<file path="config.mk">
export PLATFORM = sky130hd
export DESIGN_NAME = rgb_to_hsv_converter_top
export DESIGN_NICKNAME = d
export VERILOG_FILES = /design/src/sv/rhc_pkg.sv /design/src/sv/rhc_front.sv /design/src/sv/rhc_div_cell.sv /design/src/sv/rgb_to_hsv_converter_top.sv
export VERILOG_INCLUDE_DIRS = /design/src /design/src/sv
export SDC_FILE = /design/constraint.sdc
export NUM_CORES = 2
export LEC_CHECK = 0
export ABC_AREA = 1
export BUFFER_PORTS_ARGS = -buffer_cell sky130_fd_sc_hd__buf_2
export CAP_MARGIN = 30
export CORE_MARGIN = 1.5
export CORE_UTILIZATION = 35
export DETAILED_ROUTE_END_ITERATION = 8
export PLACE_DENSITY = 0.55
export SLEW_MARGIN = 20
export SYNTH_ARGS = -nofsm -noshare
export SYNTH_HDL_FRONTEND = slang
export SYNTH_SLANG_ARGS = --single-unit
</file>
<file path="constraint.sdc">
create_clock -name i_clk -period 13 [get_ports i_clk]
set_input_delay 0.65 -clock i_clk [delete_from_list [all_inputs] [get_ports i_clk]]
set_output_delay 0.65 -clock i_clk [all_outputs]
set_load 0.01 [all_outputs]
</file>
<file path="src/sv/rgb_to_hsv_converter_top_macros.svh">
// Assertion macros used by the RGB to HSV converter top level
`ifndef RGB_TO_HSV_CONVERTER_TOP_MACROS_SVH
`define RGB_TO_HSV_CONVERTER_TOP_MACROS_SVH

// same-cycle implication, disabled during reset
`define RHC_ASSERT_IMP(label, clk, rst_n, ante, cons) \
    label: assert property (@(posedge clk) disable iff (!(rst_n)) (ante) |-> (cons)) \
        else $error("rhc check failed");

// next-cycle implication, disabled during reset
`define RHC_ASSERT_NXT(label, clk, rst_n, ante, cons) \
    label: assert property (@(posedge clk) disable iff (!(rst_n)) (ante) |=> (cons)) \
        else $error("rhc check failed");

`endif

</file>
<file path="src/sv/rhc_pkg.sv">
// Constants and types shared by the RGB to HSV converter
`default_nettype none

package rhc_pkg;

    localparam int COLOR_BITS    = 8;
    localparam int HUE_FRAC_BITS = 6;

    localparam int PORT_W    = 8;
    localparam int HUE_W     = 15;
    localparam int DEG_ONE   = 1 << HUE_FRAC_BITS;
    localparam int HUE_LIMIT = 360 * DEG_ONE;
    localparam int CHAN_FULL = (1 << COLOR_BITS) - 1;
    localparam int HUE_Q_W   = $clog2(HUE_LIMIT);
    localparam int Q_W       = (HUE_Q_W > COLOR_BITS) ? HUE_Q_W : COLOR_BITS;
    localparam int NUM_W     = COLOR_BITS + Q_W;

    typedef logic [COLOR_BITS-1:0] t_chan;
    typedef logic [NUM_W-1:0]      t_num;

    typedef struct packed {
        t_chan          rem;
        logic [Q_W-1:0] nq;
        t_chan          div;
    } t_lane;

    typedef struct packed {
        t_lane hue;
        t_lane sat;
        t_chan value;
    } t_item;

endpackage

`default_nettype wire

</file>
<file path="src/sv/rhc_front.sv">
// Input stage: max, min, delta and the numerators for the two divisions
`default_nettype none

module rhc_front (
    input  wire                  i_clk,
    input  wire                  i_rst_n,
    input  wire                  i_valid,
    output logic                 o_ready,
    input  wire  [7:0]           i_red,
    input  wire  [7:0]           i_green,
    input  wire  [7:0]           i_blue,
    output logic                 o_valid,
    input  wire                  i_ready,
    output rhc_pkg::t_item       o_item
);
    import rhc_pkg::*;

    localparam t_num K60  = NUM_W'(60 * DEG_ONE);
    localparam t_num K120 = NUM_W'(120 * DEG_ONE);
    localparam t_num K240 = NUM_W'(240 * DEG_ONE);
    localparam t_num K360 = NUM_W'(360 * DEG_ONE);
    localparam t_num KFULL = NUM_W'(CHAN_FULL);

    logic  r_valid;
    t_item r_item;
    t_item n_item;

    t_chan r, g, b, mx, mn, delta, diff;
    t_num  base, prod, hue_num, sat_num;
    logic  add;

    always_comb begin
        r = COLOR_BITS'(i_red);
        g = COLOR_BITS'(i_green);
        b = COLOR_BITS'(i_blue);
        mx = r;
        mn = r;
        if (g > mx) mx = g;
        if (b > mx) mx = b;
        if (g < mn) mn = g;
        if (b < mn) mn = b;
        delta = mx - mn;

        priority if (mx == r) begin
            if (g >= b) begin
                base = '0;
                add  = 1'b1;
                diff = g - b;
            end else begin
                base = K360;
                add  = 1'b0;
                diff = b - g;
            end
        end else if (mx == g) begin
            base = K120;
            add  = (b >= r);
            diff = (b >= r) ? (b - r) : (r - b);
        end else begin
            base = K240;
            add  = (r >= g);
            diff = (r >= g) ? (r - g) : (g - r);
        end

        prod = K60 * NUM_W'(diff);
        if (delta == '0) begin
            hue_num = '0;
        end else if (add) begin
            hue_num = base * NUM_W'(delta) + prod;
        end else begin
            hue_num = base * NUM_W'(delta) - prod;
        end
        sat_num = KFULL * NUM_W'(delta);

        n_item.hue.rem = hue_num[NUM_W-1:Q_W];
        n_item.hue.nq  = hue_num[Q_W-1:0];
        n_item.hue.div = (delta == '0) ? COLOR_BITS'(1) : delta;
        n_item.sat.rem = sat_num[NUM_W-1:Q_W];
        n_item.sat.nq  = sat_num[Q_W-1:0];
        n_item.sat.div = (mx == '0) ? COLOR_BITS'(1) : mx;
        n_item.value   = mx;
    end

    assign o_ready = !r_valid || i_ready;
    assign o_valid = r_valid;
    assign o_item  = r_item;

    always_ff @(posedge i_clk) begin
        if (!i_rst_n) begin
            r_valid <= 1'b0;
        end else if (o_ready) begin
            r_valid <= i_valid;
        end
    end

    always_ff @(posedge i_clk) begin
        if (o_ready && i_valid) begin
            r_item <= n_item;
        end
    end

endmodule

`default_nettype wire

</file>
<file path="src/sv/rhc_div_cell.sv">
// Division cell: one restoring quotient bit for hue and saturation
`default_nettype none

module rhc_div_cell (
    input  wire                  i_clk,
    input  wire                  i_rst_n,
    input  wire                  i_valid,
    output logic                 o_ready,
    input  rhc_pkg::t_item       i_item,
    output logic                 o_valid,
    input  wire                  i_ready,
    output rhc_pkg::t_item       o_item
);
    import rhc_pkg::*;

    function automatic t_lane div_step(input t_lane a);
        logic [COLOR_BITS:0] t;
        logic [COLOR_BITS:0] d;
        t_lane               s;
        t = {a.rem, a.nq[Q_W-1]};
        d = {1'b0, a.div};
        s = a;
        if (t >= d) begin
            s.rem = COLOR_BITS'(t - d);
            s.nq  = {a.nq[Q_W-2:0], 1'b1};
        end else begin
            s.rem = t[COLOR_BITS-1:0];
            s.nq  = {a.nq[Q_W-2:0], 1'b0};
        end
        return s;
    endfunction

    logic  r_valid;
    t_item r_item;
    t_item n_item;

    always_comb begin
        n_item.hue   = div_step(i_item.hue);
        n_item.sat   = div_step(i_item.sat);
        n_item.value = i_item.value;
    end

    assign o_ready = !r_valid || i_ready;
    assign o_valid = r_valid;
    assign o_item  = r_item;

    always_ff @(posedge i_clk) begin
        if (!i_rst_n) begin
            r_valid <= 1'b0;
        end else if (o_ready) begin
            r_valid <= i_valid;
        end
    end

    always_ff @(posedge i_clk) begin
        if (o_ready && i_valid) begin
            r_item <= n_item;
        end
    end

endmodule

`default_nettype wire

</file>
<file path="src/sv/rgb_to_hsv_converter_top.sv">
// RGB to HSV converter: input stage followed by a chain of division cells
// Input channel: i_valid / o_ready with i_red, i_green, i_blue (8 bits each).
// Output channel: o_valid / i_ready with o_hue (1/64 degree units, 15 bits),
// o_saturation (255 = full) and o_brightness (largest channel).
// One result item leaves for every accepted input item, in order.
// The input stage registers max, min and the numerators, then 15 division
// cells follow, each producing one quotient bit of hue and saturation.
// Throughput is one item per clock while i_ready stays high; every stage is a
// register with its own valid bit, and each stage takes a new item while its
// own result is still held, so the last cell acts as the output register.
// When i_ready stays low, items pile up in the chain, bubbles collapse,
// and o_ready falls only once all 16 stages are full.
// Synchronous active-low reset empties every stage; the item registers are not reset.
`default_nettype none

`include "rgb_to_hsv_converter_top_macros.svh"

module rgb_to_hsv_converter_top (
    input  wire         i_clk,
    input  wire         i_rst_n,
    input  wire         i_valid,
    output logic        o_ready,
    input  wire  [7:0]  i_red,
    input  wire  [7:0]  i_green,
    input  wire  [7:0]  i_blue,
    output logic        o_valid,
    input  wire         i_ready,
    output logic [14:0] o_hue,
    output logic [7:0]  o_saturation,
    output logic [7:0]  o_brightness
);
    import rhc_pkg::*;

    logic  w_valid [0:Q_W];
    logic  w_ready [0:Q_W];
    t_item w_item  [0:Q_W];

    rhc_front u_front (
        .i_clk   (i_clk),
        .i_rst_n (i_rst_n),
        .i_valid (i_valid),
        .o_ready (o_ready),
        .i_red   (i_red),
        .i_green (i_green),
        .i_blue  (i_blue),
        .o_valid (w_valid[0]),
        .i_ready (w_ready[0]),
        .o_item  (w_item[0])
    );

    for (genvar k = 0; k < Q_W; k++) begin : g_cell
        rhc_div_cell u_cell (
            .i_clk   (i_clk),
            .i_rst_n (i_rst_n),
            .i_valid (w_valid[k]),
            .o_ready (w_ready[k]),
            .i_item  (w_item[k]),
            .o_valid (w_valid[k+1]),
            .i_ready (w_ready[k+1]),
            .o_item  (w_item[k+1])
        );
    end

    assign w_ready[Q_W]  = i_ready;
    assign o_valid       = w_valid[Q_W];
    assign o_hue         = HUE_W'(w_item[Q_W].hue.nq);
    assign o_saturation  = PORT_W'(w_item[Q_W].sat.nq);
    assign o_brightness  = PORT_W'(w_item[Q_W].value);

    `RHC_ASSERT_IMP(a_hue_range, i_clk, i_rst_n, o_valid, o_hue < HUE_LIMIT)
    `RHC_ASSERT_IMP(a_grey_hue, i_clk, i_rst_n, o_valid && o_saturation == 8'd0, o_hue == 15'd0)
    `RHC_ASSERT_IMP(a_black_sat, i_clk, i_rst_n, o_valid && o_brightness == 8'd0, o_saturation == 8'd0)
    `RHC_ASSERT_NXT(a_front_load, i_clk, i_rst_n, i_valid && o_ready, w_valid[0])

endmodule

`default_nettype wire

</file>
* Word level (Yosys, flattened, before mapping)
Cells that the tools add are included.
** Operators by class
- Add/subtract/negate cells :: 37
- Multipliers :: 3
- Div/mod/pow operators :: 0
- Order comparisons :: 37
- Equality and inequality tests :: 2
- Shift-type cells :: 0
- Multiplexer cells :: 46
- Bitwise gates (word level) :: 0
- Reductions and logical operators :: 50
** Operator list (count)
- 2-to-1 mux 23 bit :: 29
- subtractor 8 bit :: 34
- >= comparator 9 x 8 -> 1 bit :: 29
- 2-to-1 mux 8 bit :: 9
- >= comparator 8 bit :: 3
- adder 23 x 20 -> 23 bit :: 1
- multiplier 23 x 8 -> 23 bit :: 1
- subtractor 23 x 20 -> 23 bit :: 1
- 2-to-1 mux 17 bit :: 1
- == test 8 bit :: 2
- > comparator 8 bit :: 2
- logical AND 1 bit :: 16
- zero test 1 bit :: 16
- zero test 8 bit :: 2
- logical OR 1 bit :: 16
- < comparator 8 bit :: 2
- multiplier 8 x 8 -> 16 bit, first input constant :: 1
- 2-to-1 mux 15 bit :: 1
- 2-to-1 mux 14 bit :: 1
- multiplier 4 x 8 -> 12 bit, first input constant :: 1
- >= comparator 2 x 8 -> 1 bit :: 1
- subtractor 2 x 8 -> 8 bit :: 1
- 2-to-1 mux 1 bit :: 5
** Storage, ports and cells
- Flip-flop bits (word level) :: 1090
- Latch bits :: 0
- Memory bits (writable) :: 0
- Bits in read-only memories :: 0
- Bits of input ports :: 28
- Output and inout bits :: 33
- Word-level logic and storage cells :: 300
- Memories :: 0

* Depth between registers and ports, before layout
- Word-level depth :: 18
- Depth in mapped cells :: 67
- Depth with buffers taken out :: 65

* Hierarchy
From an unflattened synthesis, not the netlist that was laid out.
** Second synthesis, totals
- Cells, all modules :: 5697
- Area total of the unflattened synthesis :: 61116.1 um2
** Modules (own cells, without submodules)
- rhc_div_cell at g_cell[0].u_cell ... :: times used 9, cells an instance 293, area each 3454.6 um2, sequential area each 2122.0 um2
- rhc_div_cell at g_cell[1].u_cell ... :: times used 5, cells an instance 292, area each 3303.2 um2, sequential area each 2122.0 um2
- rhc_front :: times used 1, cells an instance 1305, area each 10196.0 um2, sequential area each 1671.6 um2
- rhc_div_cell at g_cell[6].u_cell :: times used 1, cells an instance 295, area each 3313.2 um2, sequential area each 2122.0 um2

* Worst setup path after synthesis
Ideal clock, no wire load.
- Path type :: input to register
- Start :: in i_green[0]
- End :: reg u_front.r_item, in the netlist u_front.o_item[69], data pin
- Setup time :: 0.253 ns
- Data arrival time :: 9.320 ns
- Data required time :: 12.747 ns
- Path slack :: 3.428 ns
- Stages :: 53
- Path buffers :: 2
- Path through :: inv_1 ha_1 inv_1 fa_1 nand3_1 nand3_1 nand2_1 nand2_2 nand2_2 clkbuf_1 nand2_1 o21ai_0 inv_1 ha_1 a21oi_1 nor2_1 a211oi_1 nand2_4 [... 17 more ...] inv_1 ha_1 nand2_1 o21ai_0 a21oi_1 o21bai_1 xnor2_1 inv_1 ha_1 a21oi_1 o21ai_0 nand2_1 nand2_1 a21oi_1 xor2_1 inv_1 nor2_1 nor2_1
** On the way
- Elaborated cells between the ends (all ways) :: 33
- Classes of those cells :: add/sub (7); mul (2); order compare (6); eq/ne (2); mux (15); reduce/logical (1)
** RTL lines
- start: declaration :: line rgb_to_hsv_converter_top.sv:24 : input wire [7:0] i_green,
- > comparator 8 bit :: line rhc_front.sv:38 : if (g > mx) mx = g;
- 2-to-1 mux 8 bit * :: line rhc_front.sv:38
- > comparator 8 bit :: line rhc_front.sv:39 : if (b > mx) mx = b;
- 2-to-1 mux 8 bit * :: line rhc_front.sv:39
- net u_front.mx[3] :: line rhc_front.sv:28 : t_chan r, g, b, mx, mn, delta, diff;
- subtractor 8 bit * :: line rhc_front.sv:42 : delta = mx - mn;
- net u_front.delta[6] :: line rhc_front.sv:28
- multiplier 23 x 8 -> 23 bit :: line rhc_front.sv:68, rhc_front.sv:70
- subtractor 23 x 20 -> 23 bit / adder 23 x 20 -> 23 bit (equally long branches) :: line rhc_front.sv:70, rhc_front.sv:68
- 2-to-1 mux 23 bit :: line rhc_front.sv:67 : end else if (add) begin
- end signal: assignment :: line rhc_front.sv:97 : r_item <= n_item;
- end: declaration :: line rhc_front.sv:25 : t_item r_item;
The timed path passes the listed nets; every way through them passes the cells marked *.
A chain may end at the register's enable or synchronous reset.

* Worst setup path in the final report
- Start :: in i_red[1]
- End :: reg u_front.r_item, in the netlist u_front.o_item[69], data pin
** On the way
- Word-level cells in the longest chain between the ends :: 10
- Elaborated cells between the ends (all ways) :: 31
- Classes of those cells :: add/sub (7); mul (2); order compare (6); eq/ne (2); mux (13); reduce/logical (1)
** RTL lines
- start: declaration :: line rgb_to_hsv_converter_top.sv:23 : input wire [7:0] i_red,
- > comparator 8 bit :: line rhc_front.sv:38
- 2-to-1 mux 8 bit * :: line rhc_front.sv:38
- > comparator 8 bit :: line rhc_front.sv:39
- 2-to-1 mux 8 bit * :: line rhc_front.sv:39
- net u_front.mx[2] :: line rhc_front.sv:28
- parallel branches: the longest is 6 deep, another holds multiplier 23 x 8 -> 23 bit
Mark *: on every way through the listed nets, which the timed path passes.

==> flow_metrics.env <==
export IMPL_status="finished, final reports clean"
export IMPL_htree_levels=3
export IMPL_layoutNonFillerInstCount=6047
export IMPL_whs_path_depth=3
export IMPL_die_y_um=369.4
export IMPL_synth_edf_count=905
export IMPL_grt_pass1_vias=28240
export IMPL_fin_skew_ns=0.03101
export IMPL_final_cell_mix="edfxtp_1 (905), inv_1 (682), nand2_1 (437)"
export IMPL_gp_congestion=0.8684
export IMPL_final_setup_worst_slack_ns=2.694
export IMPL_rows=134
export IMPL_fill_cells=12700
export IMPL_die_width_um=369.4
export IMPL_ys_seq_area_share_pct=58.51
export IMPL_timing_final_max_slew_violations=0
export IMPL_synthMuxAreaShare_pct=0.1757
export IMPL_place_ws_ns=2.044
export IMPL_reg2regPathDepth=32
export IMPL_drc=0
export IMPL_synth_cell_types=58
export IMPL_grt_util_all_layers_pct=11.99
export IMPL_dieArea_um2=136500
export IMPL_num_vias=27460
export IMPL_tns_ns=0
export IMPL_dp_hpwl_um=61440
export IMPL_ctsResizeCount=0
export IMPL_syn2layout_area_growth_pct=12.27
export IMPL_synth_top_flop_cell="edfxtp_1"
export IMPL_synth_area_leaders="edfxtp_1 (58%), ha_1 (11%), inv_1 (5.5%)"
export IMPL_synth_top_family_by_area="adder cells"
export IMPL_synth_fa_ha_area_share_pct=14.66
export IMPL_post_cts_buffers=0
export IMPL_final_layout_size_suffix_gt1_share_pct=7.104
export IMPL_synth_top_area_cell="edfxtp_1"
export IMPL_crit_path_max_incr_delay_ns=0.55
export IMPL_synth_compound_area_share_pct=7.388
export IMPL_min_from="i_valid"
export IMPL_startpoint_type="input port"
export IMPL_critPathMaxFanout=21
export IMPL_syn_nets=4579
export IMPL_yosys_area_share_simple_pct=9.307
export IMPL_worstPathRequired_ns=13.41
export IMPL_r2r_end="g_cell[0].u_cell.o_item[45]"
export IMPL_antenna_cells=0
export IMPL_tightest_slew_ns=0.9121
export IMPL_path_buf_inv=11
export IMPL_cts_sinks=921
export IMPL_drt_iter0_markers=1153
export IMPL_timing_final_setup_violations=0
export IMPL_gr_total_overflow=0
export IMPL_clk_path_buf_depth=3
export IMPL_ys_seq_elements=921
export IMPL_start_util_pct=35.26
export IMPL_rrSetupSlack_ns=8.15
export IMPL_fmax_ghz=0.09703
export IMPL_dp_cells=5875
export IMPL_fin_crit_ns=10.31
export IMPL_first_pass_iters=5
export IMPL_clock_latency_ns=0.65
export IMPL_async_flop_share_pct=0
export IMPL_nNetsFinal=4725
export IMPL_regToRegStartpoint="g_cell[14].u_cell.o_valid"
export IMPL_finalCritPeriodShare_pct=79.27
export IMPL_crit_slowest_cell="fa_1"
export IMPL_synth_cells=4056
export IMPL_max_cap_violations=0
export IMPL_synth_warnings=0
export IMPL_hold_violations=0
export IMPL_rsz0062_at_grt="false"
export IMPL_viasPerCell=4.541
export IMPL_port_buffer_count=60
export IMPL_grt_pass1_wl_um=134400
export IMPL_whs_ns=0.3049
export IMPL_synthDominantCellAreaShare_pct=57.82
export IMPL_clk_pin_slew_worst_paths_ns=0.06
export IMPL_io_pins=61
export IMPL_clockRootBuffer="clkbuf_16"
export IMPL_floorplan_core_area_um2=133300
export IMPL_cts_tree="done"
export IMPL_crit_top_cell="nand2_1"
export IMPL_wirelength_um=80840
export IMPL_antenna_found_initial=0
export IMPL_layout_commonest_cell="edfxtp_1"
export IMPL_postCtsHoldBufs=0
export IMPL_syn_avg_cell_area_um2=11.59
export IMPL_synthXorXnorAreaFrac_pct=3.932
export IMPL_grt_max_degree=62
export IMPL_worstSetupEndpointType="flop"
export IMPL_numCtsBuffers=93
export IMPL_netlist_area_um2=47000
export IMPL_worst_hold_path_type="in2reg"
export IMPL_path_class="in2reg"
export IMPL_wire_per_inst_um=13.37
export IMPL_ant_nets=0
export IMPL_cp_top_family="adder cells"
export IMPL_crit_arrival_ns=10.71
export IMPL_relSlewSlack_pct=39.20
export IMPL_hold_path_end="u_front.o_valid"
logic make-up after synthesis:
logic type,Yosys count
buf+inv,739
simple gates,1048
mux,8
xor+xnor,211
fa+ha+maj,495
flops,921
compound gates,634
state kept, by name (all words and copies together), names as in the netlist:
| register | cells |
|---|---|
| g_cell.u_cell.o_item | 850 |
| u_front.o_item | 55 |
| g_cell.u_cell.o_valid | 15 |
| u_front.o_valid | 1 |
worst register-to-register path: cells and delay by family (launching register included):
kind	cells	cell delay, ns
buffers and inverters	16	1.41
flip-flops	1	0.34
AND/OR/NAND/NOR	16	2.59
Yosys cell counts, drive strengths merged, types with 21 or more instances:
master	instances
nor3	22
a21oi	341
nand2	458
nand4	37
edfxtp	905
xnor2	70
o21ai	180
nand3	84
a211oi	21
fa	93
ha	402
clkbuf	30
inv	700
nor2	421
xor2	141
how the worst max path moves through the flow:
stage          cells after the start  startpoint            endpoint
2_1_floorplan                     53  i_green[0]  u_front.o_item[69]
3_3_place_gp                      53    i_red[4]  u_front.o_item[69]
3_5_place_dp                      53    i_red[1]  u_front.o_item[69]
4_1_cts                           53    i_red[1]  u_front.o_item[69]
5_1_grt                           53    i_red[1]  u_front.o_item[69]
6_report                          53    i_red[1]  u_front.o_item[69]
per-stage QoR:
step	util, %	area [um2]
floorplan	-	47000
global placement	37.19	49580
detailed placement	37.24	49630
CTS	39.59	52760
global route	39.59	52760
finish	39.59	52760
final cells by class:
type | instances | area, um2 | share of cell area, %
Sequential cell | 921 | 27500 | 52.11
Timing Repair Buffer | 90 | 535.5 | 1.015
Clock buffer | 112 | 2462 | 4.667
Clock inverter | 60 | 668.1 | 1.266
Inverter | 700 | 2633 | 4.989
Tap cell | 1768 | 2212 | 4.192
Multi-Input combinational cell | 2396 | 16760 | 31.76
per-layer routing:
| metal | track usage, % | vias up | wire length, um |
|---|---|---|---|
| met5 | 0 | - | 0 |
| met4 | 4.574 | 0 | 2591 |
| met3 | 1.584 | 153 | 2426 |
| met2 | 22.85 | 331 | 42020 |
| met1 | 13.40 | 12870 | 33810 |
| li1 | - | 14100 | - |
Power is not shown: default switching activity piles up to over one toggle a cycle in this logic, so the estimate is an artifact.
